==> src/hw/rtl/ksdp_pkg.sv <==
package ksdp_pkg;

    // Table geometry
    localparam int MAX_CAPACITY = 1023;
    localparam int DEPTH        = MAX_CAPACITY + 1;
    localparam int ADDR_W       = $clog2(DEPTH);

    // Field widths
    localparam int CAP_W     = 10;
    localparam int WEIGHT_W  = 10;
    localparam int VALUE_W   = 16;
    localparam int BEST_W    = 32;
    localparam int S_TDATA_W = ((WEIGHT_W + VALUE_W + 7) / 8) * 8;
    localparam int M_TDATA_W = ((BEST_W + 7) / 8) * 8;

    // Front-to-back queue
    localparam int FIFO_DEPTH = 4;
    localparam int FIFO_PTR_W = $clog2(FIFO_DEPTH);
    localparam int FIFO_CNT_W = $clog2(FIFO_DEPTH + 1);

    // One classified object on its way to the sweep engine
    typedef struct packed {
        logic                last;
        logic                fits;   // weight <= capacity, so a sweep is needed
        logic [ADDR_W-1:0]   cap;    // effective capacity at transfer time
        logic [VALUE_W-1:0]  value;
        logic [WEIGHT_W-1:0] weight;
    } item_t;

    typedef struct packed {
        logic clearing;
    } back_status_t;

    function automatic logic [ADDR_W-1:0] eff_capacity(input logic [CAP_W-1:0] cap);
        int unsigned c;
        c = 32'(cap);
        if (c > MAX_CAPACITY) begin
            c = MAX_CAPACITY;
        end
        return ADDR_W'(c);
    endfunction

    function automatic logic [BEST_W-1:0] sat_add(input logic [BEST_W-1:0] a,
                                                  input logic [VALUE_W-1:0] b);
        logic [BEST_W:0] s;
        s = {1'b0, a} + (BEST_W + 1)'(b);
        return s[BEST_W] ? {BEST_W{1'b1}} : s[BEST_W-1:0];
    endfunction

endpackage

==> src/hw/rtl/ksdp_front.sv <==
module ksdp_front import ksdp_pkg::*; (
    input  logic                 aclk,
    input  logic                 aresetn,
    input  logic                 cfg_we,
    input  logic [CAP_W-1:0]     cfg_wdata,
    input  logic                 s_tvalid,
    output logic                 s_tready,
    input  logic [S_TDATA_W-1:0] s_tdata,
    input  logic                 s_tlast,
    input  logic                 fifo_full,
    input  back_status_t         back_status,
    output logic                 push,
    output item_t                push_item
);

    logic [CAP_W-1:0] capacity_reg;

    always_ff @(posedge aclk) begin
        if (!aresetn) begin
            capacity_reg <= '0;
        end else if (cfg_we) begin
            capacity_reg <= cfg_wdata;
        end
    end

    // hold off while the queue is full or the table is being wiped
    assign s_tready = !fifo_full && !back_status.clearing;
    assign push     = s_tvalid && s_tready;

    always_comb begin
        push_item.weight = s_tdata[WEIGHT_W-1:0];
        push_item.value  = s_tdata[WEIGHT_W +: VALUE_W];
        push_item.last   = s_tlast;
        push_item.cap    = eff_capacity(capacity_reg);
        push_item.fits   = 32'(push_item.weight) <= 32'(push_item.cap);
    end

endmodule

==> config.mk <==
export PLATFORM = sky130hd
export DESIGN_NAME = ksdp_front
export DESIGN_NICKNAME = d
export VERILOG_FILES = /design/src/hw/rtl/ksdp_pkg.sv /design/src/hw/rtl/ksdp_front.sv
export SDC_FILE = /design/constraint.sdc
export NUM_CORES = 1
export LEC_CHECK = 0
export ABC_CLOCK_PERIOD_IN_PS = 2310
export BUFFER_PORTS_ARGS = -buffer_cell sky130_fd_sc_hd__buf_2
export CORE_MARGIN = 4
export CORE_UTILIZATION = 37
export DETAILED_ROUTE_END_ITERATION = 12
export GPL_ROUTABILITY_DRIVEN = 0
export GPL_TIMING_DRIVEN = 0
export HOLD_SLACK_MARGIN = 0.12
export PLACE_DENSITY = 0.85
export SLEW_MARGIN = 25
export SYNTH_ARGS = -nofsm -noshare
export SYNTH_HDL_FRONTEND = slang
export SYNTH_SLANG_ARGS = --single-unit
==> constraint.sdc <==
create_clock -name aclk -period 2.31 [get_ports aclk]
set_input_delay 0 -clock aclk [delete_from_list [all_inputs] [get_ports aclk]]
set_output_delay 0 -clock aclk [all_outputs]
set_load 0.01 [all_outputs]
# Word-level counts from Yosys, hierarchy flattened
# Cells that the tools add are included.
op_classes:
  n_reduce_logical: 4
  n_lt_le_gt_ge: 1
ops:
  columns: ["cell", "count"]
  rows:
  - ["10-bit <= comparator", 1]
  - ["1-bit logical AND", 2]
  - ["1-bit logical NOT", 2]
word_totals:
  elab_cells: 6
  ff_bits: 10
  input_bits: 49

# Longest topological paths before layout
logic_depth:
  word_depth: 3
  depth_mapped: 6
  mapped_depth_nobuf: 6

# Worst setup path after synthesis
# Ideal clock, no wire load.
synth_path:
  kind: "register to output"
  from: "reg capacity_reg[7]"
  to: "out push_item[36] in the netlist's numbering"
  n_path_buf: 0
  stages_incl_launch_ff: 6
  slack_ps: 951
  t_arrival_ps: 1359
  required_ps: 2310
  path_cell_list: "dfxtp_1 -> inv_1 -> ha_1 -> a211oi_2 -> nor2_1 -> o41ai_2"
synth_rtl:
  columns: ["element", "line", "text"]
  rows:
  - ["start, declared", "ksdp_front.sv:16", "logic [CAP_W-1:0] capacity_reg;"]
  - ["start signal, assigned", "ksdp_front.sv:22", "capacity_reg <= cfg_wdata;"]
  - ["end, declared", "ksdp_front.sv:13", "output item_t push_item"]

==> flow_summary.json <==
{
  "status": "finished clean",
  "critPathLaunchType": "flip-flop",
  "synth.avg_cell_area_um2": 8.85,
  "combPwrFrac": 0.381,
  "port_buffers": 64,
  "synth-edff-count": 0,
  "largest_reg_flops": 10,
  "synth.distinct_cells": 16,
  "path_class": "reg -> out",
  "htree_levels": 1,
  "syn_inst": 95,
  "clk_latency_ps": 260,
  "via_per_inst": 4.27,
  "drtPass1Iterations": 4,
  "synth_area_leaders": "buf_4 25%, dfxtp_1 24%, ha_1 15%",
  "tightest_slew_ps": 227,
  "finalCritPeriodShare": 0.740,
  "nets": 243,
  "syn_nets": 154,
  "final_cell_area_mm2": 0.00143,
  "synthTopCellsByCount": "28 x buf_4, 11 x inv_1",
  "track_usage": 0.153,
  "ios": 89,
  "first_iter_violations": 14,
  "max_freq_mhz": 585,
  "post-route-min-period_ps": 1710,
  "areaGrowthSynthToFinish_pct": 70.2,
  "vias": 896,
  "route.detailed.drc": 0,
  "synth_top_flop_cell": "dfxtp_1",
  "max_cap_viol_count": 0,
  "grt-ovfl-total": 0,
  "antenna_left": 0,
  "critPathMaxStageDelay_ps": 360,
  "rows": 16,
  "clockRootBuffer": "clkbuf_4",
  "min_path_type": "in -> out",
  "pwr-share-clk": 0.273,
  "start_util": 0.408,
  "cts.path.max_buffers": 2,
  "dieArea_mm2": 0.00310,
  "drive_above_1_share": 0.536,
  "power_density_mw_per_mm2": 386,
  "ys_warn_count": 0,
  "dp_hpwl_um": 1810,
  "routedWlPerCell_um": 10.9,
  "die_h_um": 55.7,
  "hold_viol": 0,
  "p_int_mw": 0.404,
  "grt_max_degree": 11,
  "grt_pass1_vias": 877,
  "arrival_ps": 1710,
  "cp_data_required_time_ps": 2310,
  "switching_power_mw": 0.148,
  "routed_wl_um": 2290,
  "maxSlewHeadroom": 0.847,
  "placed_area_mm2": 0.00119,
  "cp_num_buf_inv": 2,
  "switching_share": 0.269,
  "end_kind": "output port",
  "die_w_um": 55.7,
  "power_frac_seq": 0.346,
  "rsz0062_at_grt": "no",
  "clock_skew_ps": 0,
  "finalSetupViolations": 0,
  "ir_worst_vdd_uv": 301,
  "synth-seq-cells": 10,
  "cp_slowest_cell": "dfxtp_1",
  "final-max-slew-violation-count": 0,
  "clk_pin_slew_ps": 60,
  "async_flop_share": 0,
  "cts_tree": "built",
  "netlist_area_um2": 841,
  "critical-path-top-delay-family": "compound AO/OA/AOI/OAI gates",
  "yosys.area.top_type": "buf_4",
  "critical_path_peak_fanout": 3,
  "grt_pass1_wl_um": 3910,
  "antenna_cells": 0,
  "power_leakage_nw": 0.809,
  "numCtsBuffers": 3,
  "core_mm2": 0.00206,
  "synth_most_common_cell": "buf_4",
  "cts_sinks": 10,
  "synth_top_area_share": 0.250,
  "antenna_found_initial": 0,
  "setup_tns_ps": 0,
  "critical_path.cell_chain": "inv_1 > ha_1 > a211oi_2 > nor2_1 > o41ai_2 > buf_2",
  "ys_seq_area_frac": 0.238
}
-- area by class of cell --
class / count / area [um^2]
fillers: 165 / 631
repair buffers: 84 / 520
multi-input cells: 46 / 389
plain buffers: 28 / 210
flip-flops and latches: 10 / 200
inverters: 11 / 41.3
clock buffers: 4 / 36.3
well taps: 27 / 33.8
-- cell usage in the layout, fill, tap and decap left out, drive strengths merged --
cell type | Yosys | layout
nor3 | 1 | 1
nand3 | 2 | 2
dfxtp | 10 | 10
dlygate4sd3 | 0 | 20
a21o | 1 | 1
and2 | 1 | 1
nor2b | 10 | 10
nor2 | 3 | 3
clkbuf | 0 | 4
ha | 10 | 10
o41ai | 1 | 1
mux2i | 10 | 10
a211oi | 1 | 1
o21ai | 1 | 1
inv | 11 | 11
nand4 | 2 | 2
a21oi | 3 | 3
buf | 28 | 92
-- path summary, 6_finish.rpt --
check / startpoint / end / slack (ps) / cells after the start
min reg2reg: capacity_reg[1] / capacity_reg[1] / 1090 / 3
min: s_tdata[24] / push_item[24] / 180 / 2
max: capacity_reg[7] / push_item[36] / 600 / 6
max reg2reg: capacity_reg[5] / capacity_reg[5] / 1090 / 3
-- power groups by stage --
stage	sequential [mW]	combinational [mW]	clock (mW)
3_5_place_dp	0.195	0.185	0
3_3_place_gp	0.194	0.179	0
2_1_floorplan	0.198	0.108	0
4_1_cts	0.191	0.212	0.155
6_report	0.191	0.211	0.151
5_1_grt	0.193	0.235	0.164
-- worst reg2reg max path: stages, from the launching register on --
cell and delay, ps:
dfxtp_1 330, mux2i_1 160, nor2b_1 70, dlygate4sd3_1 550
-- through the flow --
stage | setup WS (ps) | total power [mW] | cells | utilization | hold WS (ps)
3_5_place_dp | 881 | 0.379 | 186 | 0.579 | 186
5_1_grt | 477 | 0.592 | 210 | 0.694 | 188
6_report | 600 | 0.552 | 210 | 0.694 | 184
3_3_place_gp | 883 | 0.374 | 186 | 0.579 | 186
4_1_cts | 595 | 0.557 | 210 | 0.694 | 186
2_1_floorplan | 951 | 0.307 | 95 | - | 47.5
-- repair_timing --
item / 4_1_cts / 5_1_grt
setup buffers: 0 / 0
gates resized for setup: 0 / 0
endpoints found under the hold margin: 10 / 0
hold buffers: 20 / 0
-- cells by family (layout without fill, tap and decap cells) --
kind of cell             Yosys count  in the layout  share of synthesized area
adder cells (fa/ha/maj)           10             10                      0.149
AO/OA/AOI/OAI                      7              7                     0.0670
multiplexers                      10             10                      0.119
flip-flops                        10             10                      0.238
buffers and inverters             39            127                      0.299
AND/OR/NAND/NOR                   19             19                      0.128
-- per-layer routing --
metal | up-vias | part of all wire | track usage
met5 | - | 0 | 0
met4 | 0 | 0.0092 | 0.0625
met3 | 4 | 0.11 | 0.0418
met2 | 44 | 0.52 | 0.280
met1 | 387 | 0.36 | 0.163
li1 | 461 | - | -
(Power assumes the default switching activity.)
