==> src/hw/rtl/ksdp_pkg.sv <==
package ksdp_pkg;

    // Table geometry
    localparam int MAX_CAPACITY = 1023;
    localparam int DEPTH        = MAX_CAPACITY + 1;
    localparam int ADDR_W       = $clog2(DEPTH);

    // Field widths
    localparam int CAP_W     = 10;
    localparam int WEIGHT_W  = 10;
    localparam int VALUE_W   = 16;
    localparam int BEST_W    = 32;
    localparam int S_TDATA_W = ((WEIGHT_W + VALUE_W + 7) / 8) * 8;
    localparam int M_TDATA_W = ((BEST_W + 7) / 8) * 8;

    // Front-to-back queue
    localparam int FIFO_DEPTH = 4;
    localparam int FIFO_PTR_W = $clog2(FIFO_DEPTH);
    localparam int FIFO_CNT_W = $clog2(FIFO_DEPTH + 1);

    // One classified object on its way to the sweep engine
    typedef struct packed {
        logic                last;
        logic                fits;   // weight <= capacity, so a sweep is needed
        logic [ADDR_W-1:0]   cap;    // effective capacity at transfer time
        logic [VALUE_W-1:0]  value;
        logic [WEIGHT_W-1:0] weight;
    } item_t;

    typedef struct packed {
        logic clearing;
    } back_status_t;

    function automatic logic [ADDR_W-1:0] eff_capacity(input logic [CAP_W-1:0] cap);
        int unsigned c;
        c = 32'(cap);
        if (c > MAX_CAPACITY) begin
            c = MAX_CAPACITY;
        end
        return ADDR_W'(c);
    endfunction

    function automatic logic [BEST_W-1:0] sat_add(input logic [BEST_W-1:0] a,
                                                  input logic [VALUE_W-1:0] b);
        logic [BEST_W:0] s;
        s = {1'b0, a} + (BEST_W + 1)'(b);
        return s[BEST_W] ? {BEST_W{1'b1}} : s[BEST_W-1:0];
    endfunction

endpackage

==> src/hw/rtl/ksdp_fifo.sv <==
module ksdp_fifo import ksdp_pkg::*; (
    input  logic  aclk,
    input  logic  aresetn,
    input  logic  push,
    input  item_t push_item,
    input  logic  pop,
    output logic  full,
    output logic  head_valid,
    output item_t head
);

    item_t                 entries_reg [FIFO_DEPTH];
    logic [FIFO_PTR_W-1:0] wr_ptr_reg;
    logic [FIFO_PTR_W-1:0] rd_ptr_reg;
    logic [FIFO_CNT_W-1:0] count_reg;

    function automatic logic [FIFO_PTR_W-1:0] ptr_inc(input logic [FIFO_PTR_W-1:0] p);
        return (p == FIFO_PTR_W'(FIFO_DEPTH - 1)) ? '0 : p + 1'b1;
    endfunction

    assign full       = (count_reg == FIFO_CNT_W'(FIFO_DEPTH));
    assign head_valid = (count_reg != '0);
    assign head       = entries_reg[rd_ptr_reg];

    always_ff @(posedge aclk) begin
        if (push) begin
            entries_reg[wr_ptr_reg] <= push_item;
        end
    end

    always_ff @(posedge aclk) begin
        if (!aresetn) begin
            wr_ptr_reg <= '0;
            rd_ptr_reg <= '0;
            count_reg  <= '0;
        end else begin
            if (push) begin
                wr_ptr_reg <= ptr_inc(wr_ptr_reg);
            end
            if (pop) begin
                rd_ptr_reg <= ptr_inc(rd_ptr_reg);
            end
            case ({push, pop})
                2'b10:   count_reg <= count_reg + 1'b1;
                2'b01:   count_reg <= count_reg - 1'b1;
                default: count_reg <= count_reg;
            endcase
        end
    end

endmodule

==> config.mk <==
export PLATFORM = sky130hd
export DESIGN_NAME = ksdp_fifo
export DESIGN_NICKNAME = d
export VERILOG_FILES = /design/src/hw/rtl/ksdp_pkg.sv /design/src/hw/rtl/ksdp_fifo.sv
export SDC_FILE = /design/constraint.sdc
export NUM_CORES = 1
export LEC_CHECK = 0
export ABC_CLOCK_PERIOD_IN_PS = 2200
export BUFFER_PORTS_ARGS = -buffer_cell sky130_fd_sc_hd__buf_2
export CAP_MARGIN = 20
export CORE_ASPECT_RATIO = 1.25
export CORE_UTILIZATION = 50
export CTS_BUF_LIST = sky130_fd_sc_hd__clkbuf_16
export DETAILED_ROUTE_END_ITERATION = 8
export GPL_ROUTABILITY_DRIVEN = 0
export HOLD_SLACK_MARGIN = 0.15
export PLACE_DENSITY = 0.71
export SLEW_MARGIN = 20
export SYNTH_ARGS = -nofsm -noshare
export SYNTH_HDL_FRONTEND = slang
export SYNTH_SLANG_ARGS = --single-unit
==> constraint.sdc <==
create_clock -name aclk -period 2.2 [get_ports aclk]
set_input_delay 0.44 -clock aclk [delete_from_list [all_inputs] [get_ports aclk]]
set_output_delay 0.44 -clock aclk [all_outputs]
set_load 0.01 [all_outputs]
; ---- Yosys cells after proc, flatten, opt, wreduce, memory -nomap -nowiden
; Memory sizes are Yosys's and may differ from the RTL's. A register that Yosys moved wholly into a read port is not among the register bits.
; Index checks and enable logic that the tools add are counted.
[op_classes]
add_sub_neg = 4
eq_ne = 5
mux = 7
reduce_logical = 2
[op_table]
columns = cell, count
row1 = $mux 2, 4
row2 = $eq 2x2->1 const B, 3
row3 = $pmux 3 s2, 1
row4 = $add 2x1->2 const B, 2
row5 = $add 3x1->3 const B, 1
row6 = $eq 3x3->1 const B, 1
row7 = $reduce_bool 3->1, 1
row8 = $sub 3x1->3 const B, 1
row9 = $eq 2x1->1 const B, 1
row10 = $mux 1, 2
row11 = $reduce_bool 2->1, 1
[word_totals]
ff_bits = 7
mem_bits_rw = 152
inputBits = 42
memories = 1
[mem_list]
columns = name, depth, word_bits, read_ports, rd_clocked_by_memory_dff, write_ports, line_no
row1 = entries_reg, 4, 38, 1, 1, 1, ksdp_fifo.sv:12  ; item_t entries_reg [FIFO_DEPTH];

; ---- Depth between registers and ports, before layout
; Gate-level depths: netlist of the first run.
[depth]
depth_word = 4
mapped_depth = 6
mapped_depth_nobuf = 6

; ---- Worst setup path before layout of the first run
; Ideal clock, no wire load.
[synth_path]
kind = reg2reg
from = reg wr_ptr_reg[0]
to = mem entries_reg[3][0] (netlist bit) (enable)
setup_ns = 0.399
arrival_time_ns = 1.476
required_ns = 1.801
path_slack_ns = 0.325
path_stages_with_launch = 3
path_buffers = 0
cell_sequence = dfxtp_1 -> ha_1 -> and2_1
[synth_rtl]
columns = element, line_no
row1 = from (decl), ksdp_fifo.sv:13  ; logic [FIFO_PTR_W-1:0] wr_ptr_reg;
row2 = from (signal assigned), ksdp_fifo.sv:38  ; wr_ptr_reg <= ptr_inc(wr_ptr_reg);
row3 = to (decl), ksdp_fifo.sv:12
; Straight into the memory's write port.

==> metrics, run 1 <==
synth warn=0; max incr delay on CP=~500 ps; CP Class=register to primary output; clk sink count=161; Layout Nets=a little under 400; WL/cell=about 18 um; Slowest-stage cell, CP=mux4_2; CP endpoint=head[14]; Fin Clk Skew=around 8.3 ps; critical path fanouts, max=10; Layout area overhead=22.2%; synthesized area=between 5000 and 6000 sq um; outcome=complete, no violations; CTS Buffer Depth=2; crit path capture type=primary output; Post-CTS Setup Bufs=0; Vias=roughly 2700; Core Footprint=between 10000 and 15000 sq um; Ports=slightly above 80; CP Cell Sequence=clkbuf_16 -> mux4_2 -> buf_2; Multi-input gate area=1130 sq um; post-synthesis async set-or-reset flop share=0; EDFF count, synth=approximately 150; Final period util=0.979; R2R depth=4; Slew Limit Headroom=0.766; DP Wirelength=around 5.4 mm; reg2reg end=count_reg[2]; CP Data Arrival Time=1710 ps; max reg flops=152; RSZ-0062 raised after global routing=yes; worst path required time=1760 ps; max_cap viols=0; Initial Util=0.513; root buffer cell=clkbuf_16; die width=99.6 um; Total GRT Usage=0.161; share of cells above drive strength 1=0.468; Worst R2R Setup Slack=between 700 and 800 ps; cells after synthesis=241; # diodes=0; H-tree depth=4; Final ANT Viol Nets=0; pre-CTS setup slack=~220 ps; clock-pin slew on the worst setup and hold paths=60 ps; cts hold-fix bufs=0; Final Hold Fails=0; drt drc=0; routed vias/inst=approximately 5.2; port bufs=just over 80; latest clock arrival within the worst-skew pair=410 ps; Primary FF master, synth=edfxtp_1; fmax=between 400 and 500 MHz; first-pass GRT wire length=between 10 and 15 mm; leak pwr=around 2.5 nW; Synth cell types=21; synthesis-stage register bit count=~160; cell area power density=between 900 and 1000 nW/um^2; Synth area leader=edfxtp_1; initial antenna violation count=1; Min-Delay Path Class=input pin to register; Setup WS post-layout=~46 ps; setup violators final=0; setup TNS=0 ps; largest net degree at the start of global routing=39; CTS tree=yes; First-pass DRT Iterations=4; Least-Margin Pin Slew=between 300 and 400 ps; Routed WL=about 9.3 mm; vias in the first global route=around 2800; Fillers=817; register area share after synthesis=0.797; Mapped Nets=290; top-area cell type share of the netlist area=0.767; Overflow after GRT=0; Synth area leaders=edfxtp_1 77%, mux4_2 14%, dfxtp_1 3.0%; cts bufs inserted=17; Layout Cells excl Fill=518; Post-Place Cells=484; worst ir drop on vdd=just under 0.0005 V; startpoint types=register; reg2reg start=count_reg[0]; HP Start=push_item[18]; fin crit period=between 2000 and 2500 ps; register area=approximately 4700 sq um; die area=~12000 sq um; fin. max-slew vios=0; worst hold slack=about 240 ps; DR iter-0 viols=86; Row Count=44; Mean Syn Cell Area=24.7 sq um; fin util=0.626; Die Ht=between 100 and 150 um
## layer usage
layer,global-route usage,up-vias,wire (um)
li1,-,1226,-
met1,0.190,1370,3790
met2,0.266,64,4880
met3,0.0600,18,465
met4,0.0726,2,182
met5,0,-,13
## synthesized netlist by cell type (all sizes together), types with 2 or more instances
cell type and instances:
buf 7, ha 6, mux2i 3, mux4 38
dfxtp 9, xnor2 2, nor3b 3, and2 5
edfxtp 152, inv 3, nor2b 5, or3 2
## kinds of logic (layout without fill, tap and decap cells)
kind of cell / after synthesis / count (layout) / share of synthesized area
flip-flops: 161 / 161 / 0.797
multiplexers: 41 / 41 / 0.149
AND/OR/NAND/NOR: 15 / 15 / 0.0164
buffers and inverters: 11 / 127 / 0.0149
adder cells (fa/ha/maj): 7 / 7 / 0.0160
AO/OA/AOI/OAI: 4 / 4 / 0.00420
XOR/XNOR: 2 / 2 / 0.00294
## worst min path at each step
| stage | depth (start not counted) | end | slack (ps) |
|---|---|---|---|
| finish | 1 | entries_reg[1][18] | 240 |
| detailed placement | 2 | count_reg[2] | 500 |
| global route | 1 | entries_reg[3][37] | 220 |
| floorplan | 2 | count_reg[2] | 470 |
| CTS | 1 | entries_reg[3][37] | 220 |
| global placement | 2 | count_reg[2] | 490 |
## final cells by class
| class | count | share of cell area |
|---|---|---|
| flip-flops and latches | 161 | 0.653 |
| multi-input cells | 69 | 0.155 |
| repair buffers | 92 | 0.0857 |
| clock buffers | 17 | 0.0585 |
| well taps | 161 | 0.0277 |
| clock inverters | 15 | 0.0189 |
| inverters | 3 | 0.00155 |
## cells in the final DEF, fill, tap and decap left out, drive strengths merged
master,n
a21boi,1
a21oi,1
and2,5
buf,90
bufinv,1
clkbuf,19
clkinv,8
clkinvlp,1
dfxtp,9
edfxtp,152
fa,1
ha,6
inv,8
mux2i,3
mux4,38
nor2b,5
nor3b,3
o21a,1
o21ai,1
or3,2
xnor2,2
## per-stage QoR
| stage | power (mW) | instance area (sq um) |
|---|---|---|
| 5_1_grt | 7.07 | 7270 |
| 3_3_place_gp | 4.15 | 6620 |
| 6_report | 6.83 | 7270 |
| 4_1_cts | 6.87 | 7180 |
| 2_1_floorplan | 3.93 | 5950 |
| 3_5_place_dp | 4.17 | 6620 |
## power breakdown
part / total, mW / internal, mW / switching, mW / leakage (nW)
clock: 2.70 / 1.57 / 1.13 / 0.281
sequential: 3.53 / 3.49 / 0.0414 / 1.47
combinational: 0.597 / 0.306 / 0.291 / 0.758
total: 6.83 / 5.36 / 1.47 / 2.51
## critical path, delay by kind of cell, from the launching register on
| kind | cells | cell delay (ps) |
|---|---|---|
| buffers and inverters | 2 | 370 |
| multiplexers | 1 | 500 |
| flip-flops | 1 | 430 |
## what timing repair did
action	4_1_cts	5_1_grt
hold endpoints to repair	0	0
endpoints found under the setup margin	0	19
gates resized for setup	0	7
Power figures use the tool's default switching activity.
==> inputs of run 2 (changes only) <==
--- a/config.mk
+++ b/config.mk
@@ -9,12 +9,12 @@
 export BUFFER_PORTS_ARGS = -buffer_cell sky130_fd_sc_hd__buf_2
 export CAP_MARGIN = 20
 export CORE_ASPECT_RATIO = 1.25
-export CORE_UTILIZATION = 50
+export CORE_UTILIZATION = 55
 export CTS_BUF_LIST = sky130_fd_sc_hd__clkbuf_16
 export DETAILED_ROUTE_END_ITERATION = 8
 export GPL_ROUTABILITY_DRIVEN = 0
 export HOLD_SLACK_MARGIN = 0.15
-export PLACE_DENSITY = 0.71
+export PLACE_DENSITY = 0.77
 export SLEW_MARGIN = 20
 export SYNTH_ARGS = -nofsm -noshare
 export SYNTH_HDL_FRONTEND = slang
==> run 2 against run 1 <==
Net effect: register-to-register slack worse by 120 ps; global-route usage grew 4.1 points; worst setup slack got worse by 38 ps; largest cell class unchanged; highest routed layer unchanged.
==> metrics, run 2 (same netlist as run 1, synthesis figures left out) <==
outcome=complete, no violations; CTS tree=yes; die area=11200 sq um (-8.9%); Post-CTS Setup Bufs=0 (unchanged); WL/cell=21.8 um (+21%); max incr delay on CP=500 ps (about the same); cell area power density=966 nW/um^2 (+2.9%); CP Cell Sequence=clkbuf_16 -> mux4_2 -> buf_2; Slowest-stage cell, CP=mux4_2; Initial Util=0.564 (+0.0511); vias in the first global route=2860 (+3.2%); DP Wirelength=6.25 mm (+15%); fin crit period=2190 ps (+37.9 ps); die width=95.1 um (-4.6%); CP Class=register to primary output; Die Ht=118 um (-4.6%); critical path fanouts, max=9 (-1); Final ANT Viol Nets=0 (unchanged); Overflow after GRT=0 (unchanged); setup violators final=0 (unchanged); drt drc=0 (unchanged); CP Data Arrival Time=1750 ps (+40 ps); worst path required time=1760 ps (about the same); largest net degree at the start of global routing=29 (-26%); Core Footprint=10600 sq um (-9.1%); Layout Nets=394 (+0.25%); clock-pin slew on the worst setup and hold paths=60 ps (about the same); latest clock arrival within the worst-skew pair=420 ps (about the same); most frequent cells in the layout=152 x edfxtp_1, 64 x buf_2, 38 x mux4_2; most common cell after layout, fill and taps aside=edfxtp_1; fmax=456 MHz (-1.7%); fin. max-slew vios=0 (unchanged); max_cap viols=0 (unchanged); Ports=82 (unchanged); Slew Limit Headroom=0.687 (-0.0792); Min-Delay Path Class=input pin to register; Fillers=634 (-22%); root buffer cell=clkbuf_16; Vias=2782 (+3.8%); leak pwr=2.57 nW (+2.4%); DR iter-0 viols=138 (+60%); worst ir drop on vdd=0.000662 V (+36%); Total GRT Usage=0.202 (+0.0407); fin util=0.701 (+0.0753); Row Count=42 (-4.5%); share of cells above drive strength 1=0.453 (-0.0153); RSZ-0062 raised after global routing=yes; clk sink count=161 (unchanged); startpoint types=register; worst hold slack=236 ps (-5.41 ps); crit path capture type=primary output; First-pass DRT Iterations=4 (unchanged); Least-Margin Pin Slew=470 ps (+119 ps); Fin Clk Skew=7.73 ps (-0.585 ps); routed vias/inst=5.67 (+9.5%); CTS Buffer Depth=2 (unchanged); initial antenna violation count=2 (+1); Layout Cells excl Fill=491 (-5.2%); Final Hold Fails=0 (unchanged); port bufs=81 (unchanged); first-pass GRT wire length=15.6 mm (+12%); cts bufs inserted=17 (unchanged); Layout area overhead=24.4%; Routed WL=10.7 mm (+15%); max reg flops=152 (unchanged); H-tree depth=4 (unchanged); Post-Place Cells=455 (-6.0%); Final period util=0.996 (+0.0172)
[run 2: cell types whose count changed in the layout (fill, tap and decap cells not counted), sizes merged]
cell / before / now
bufinv: 1 / 4
diode: 0 / 1
clkinv: 8 / 5
clkbuf: 19 / 20
inv: 8 / 7
clkinvlp: 1 / 2
[run 2: what timing repair did]
action,CTS,global route
endpoints found under the setup margin,4,12
endpoints found under the hold margin,0,0
gates cloned,0,3
hold buffers,0,0
resized for setup,2,16
[run 2: worst max-delay path: cells and delay by family (launching register included)]
kind	cells	cell delay, ps
mux	1	500
flops	1	450
buf+inv	2	380
[run 2: cell type report]
class / instances / area, sq um / share of cell area
inverter: 3 / 11.3 / 0.00152
tap: 132 / 165 / 0.0223
clock buffer: 17 / 425 / 0.0574
sequential: 161 / 4750 / 0.641
timing repair buffer: 93 / 754 / 0.102
clock inverter: 15 / 175 / 0.0236
antenna: 1 / 2.50 / 0.000338
multi-input combinational: 69 / 1130 / 0.152
[run 2: stage by stage]
step           power (mW)  TNS (ps)  setup WS [ps]  area [sq um]
2_1_floorplan        3.93         0            325          5950
3_3_place_gp         4.16         0            304          6620
3_5_place_dp         4.19         0            269          6620
4_1_cts              7.12     -1.83          -1.83          7230
5_1_grt              7.36      -999          -58.5          7410
6_report             7.16         0           8.41          7410
[run 2: final timing paths]
kind,end,startpoint,cells past startpoint,slack [ps]
worst max-delay path,head[17],register,3,8
worst max register to register,entries_reg[2][33],wr_ptr_reg[0],4,610
worst min register to register,count_reg[2],count_reg[2],2,510
worst min-delay path,entries_reg[0][19],push_item[19],1,240
[run 2: metal layers]
layer	vias to the layer above	track usage	wire (um)
met5	-	0	13
li1	1223	-	-
met1	1446	0.240	3980
met4	2	0.0900	222
met2	92	0.328	5840
met3	19	0.0701	640
[run 2: power by group]
part	leakage, nW	internal (mW)	switching, mW	total, mW
Sequential	1.47	3.49	0.0559	3.55
Clock	0.297	1.87	1.09	2.96
Combinational	0.801	0.350	0.305	0.656
==> inputs of run 3 (changes only) <==
--- a/config.mk
+++ b/config.mk
@@ -10,7 +10,7 @@
 export CAP_MARGIN = 20
 export CORE_ASPECT_RATIO = 1.25
 export CORE_UTILIZATION = 55
-export CTS_BUF_LIST = sky130_fd_sc_hd__clkbuf_16
+export CTS_BUF_LIST = sky130_fd_sc_hd__clkbuf_8
 export DETAILED_ROUTE_END_ITERATION = 8
 export GPL_ROUTABILITY_DRIVEN = 0
 export HOLD_SLACK_MARGIN = 0.15
==> constraint.sdc (replaced) <==
create_clock -name aclk -period 2.2 [get_ports aclk]
set_input_delay 0.22 -clock aclk [delete_from_list [all_inputs] [get_ports aclk]]
set_output_delay 0.22 -clock aclk [all_outputs]
set_load 0.01 [all_outputs]
==> run 3 against run 2 <==
Net effect: total power decreased by 11%; die area unchanged; final cell count increased by 7.3%; global-route usage decreased by 0.62 points; hold slack got worse by 63 ps; sequential power about the same; fmax increased by 8.7%; critical endpoint is now head[8]; largest cell class unchanged; largest power group unchanged.
==> metrics, run 3 (same netlist as run 1, synthesis figures left out) <==
crit path capture type=primary output; latest clock arrival within the worst-skew pair=440 ps (+20 ps); startpoint types=register; First-pass DRT Iterations=4 (unchanged); port bufs=81 (unchanged); share of cells above drive strength 1=0.397 (-0.0550); root buffer cell=clkbuf_8; initial antenna violation count=0 (-2); pre-CTS setup slack=478 ps (+209 ps); CTS Buffer Depth=2 (unchanged); Final Hold Fails=0 (unchanged); Setup WS post-layout=183 ps (+175 ps); largest net degree at the start of global routing=29 (unchanged); Core Footprint=10600 sq um (unchanged); clock-pin slew on the worst setup and hold paths=70 ps (about the same); max incr delay on CP=610 ps (+110 ps); Overflow after GRT=0 (unchanged); H-tree depth=4 (unchanged); fmax=496 MHz (+8.7%); DP Wirelength=5.95 mm (-4.8%); Slowest-stage cell, CP=dfxtp_2; Layout Nets=431 (+9.4%); die area=11200 sq um (unchanged); Post-CTS Resized=0 (-2); leak pwr=2.56 nW (-0.25%); CP Data Arrival Time=1800 ps (+50 ps); drt drc=0 (unchanged); Routed WL=9.89 mm (-7.5%); cell area power density=856 nW/um^2 (-11%); critical path fanouts, max=16 (+7); vias in the first global route=2963 (+3.6%); Total GRT Usage=0.196 (-0.00619); CP Class=register to primary output; setup TNS=0 ps (unchanged); max reg flops=152 (unchanged); outcome=complete, no violations; die width=95.1 um (unchanged); worst path required time=1980 ps (+220 ps); Post-CTS Setup Bufs=0 (unchanged); worst ir drop on vdd=0.000469 V (-29%); cts bufs inserted=17 (unchanged); fin. max-slew vios=0 (unchanged); fin crit period=2020 ps (-175 ps); Slew Limit Headroom=0.697 (+0.0103); Least-Margin Pin Slew=454 ps (-15.5 ps); RSZ-0062 raised after global routing=no; Final ANT Viol Nets=0 (unchanged); Vias=2846 (+2.3%); DR iter-0 viols=159 (+15%); Layout area overhead=24.4% (about the same); most frequent cells in the layout=152 x edfxtp_1, 81 x buf_2, 41 x dlygate4sd3_1; HP Start=pop; Min-Delay Path Class=input pin to register; Initial Util=0.564 (unchanged); clk sink count=161 (unchanged); cts hold-fix bufs=41 (+41); CP Cell Sequence=buf_4 -> mux4_2 -> buf_2; routed vias/inst=5.40 (-4.7%); CTS tree=yes; # diodes=0 (-1); Final period util=0.917 (-0.0794); first-pass GRT wire length=15.3 mm (-1.8%); reg2reg start=wr_ptr_reg[0]; setup violators final=0 (unchanged); max_cap viols=0 (unchanged); Row Count=42 (unchanged); WL/cell=18.8 um (-14%); Fin Clk Skew=9.08 ps (+1.35 ps); Ports=82 (unchanged); Die Ht=118 um (unchanged); most common cell after layout, fill and taps aside=edfxtp_1
run 3: cell count changes in the layout (fill, tap and decap cells not counted), moves of 2 or more:
cell and delta:
buf_12 -2, clkbuf_16 -20, clkinv_1 +4, inv_1 -3, dlygate4sd3_1 +41, buf_2 +17, clkbuf_8 +17, buf_6 -17
run 3: per-layer routing:
| metal | up-vias | global-route usage | share of wire |
|---|---|---|---|
| met3 | 10 | 0.0714 | 0.053 |
| met2 | 73 | 0.330 | 0.54 |
| met1 | 1465 | 0.227 | 0.40 |
| met5 | - | 0 | 0 |
| met4 | 0 | 0.0672 | 0.010 |
| li1 | 1298 | - | - |
run 3: path summary, 6_finish.rpt:
path | depth (start not counted) | to | slack, ps
worst min register to register | 2 | count_reg[2] | 530
worst max register to register | 3 | entries_reg[3][20] | 570
worst max-delay path | 3 | head[8] | 180
worst min-delay path | 3 | rd_ptr_reg[0] | 170
run 3: per-stage QoR:
stage | total power [mW] | hold WS [ps] | util | cells | cell area, sq um
2_1_floorplan | 3.93 | 319 | - | 241 | 5950
3_3_place_gp | 4.15 | 430 | 0.624 | 454 | 6590
3_5_place_dp | 4.17 | 438 | 0.624 | 454 | 6590
4_1_cts | 6.38 | 154 | 0.701 | 527 | 7410
5_1_grt | 6.55 | 172 | 0.701 | 527 | 7410
6_report | 6.34 | 173 | 0.701 | 527 | 7410
run 3: power by group:
part	internal [mW]	switching (mW)	total, mW
combinational	0.326	0.295	0.621
clock	1.20	0.980	2.18
sequential	3.48	0.0479	3.53
run 3: critical path: cells and delay by family (launching register included):
family                 cells  cell delay, ps
flip-flops                 1             610
buffers and inverters      2             430
multiplexers               1             320
run 3: final cells by class:
| cell class | instances | area (sq um) |
|---|---|---|
| clock buffer | 17 | 234 |
| timing repair buffer | 130 | 951 |
| fill | 653 | 3160 |
| sequential | 161 | 4750 |
| inverter | 3 | 11.3 |
| clock inverter | 15 | 171 |
| multi-input combinational | 69 | 1130 |
| tap | 132 | 165 |
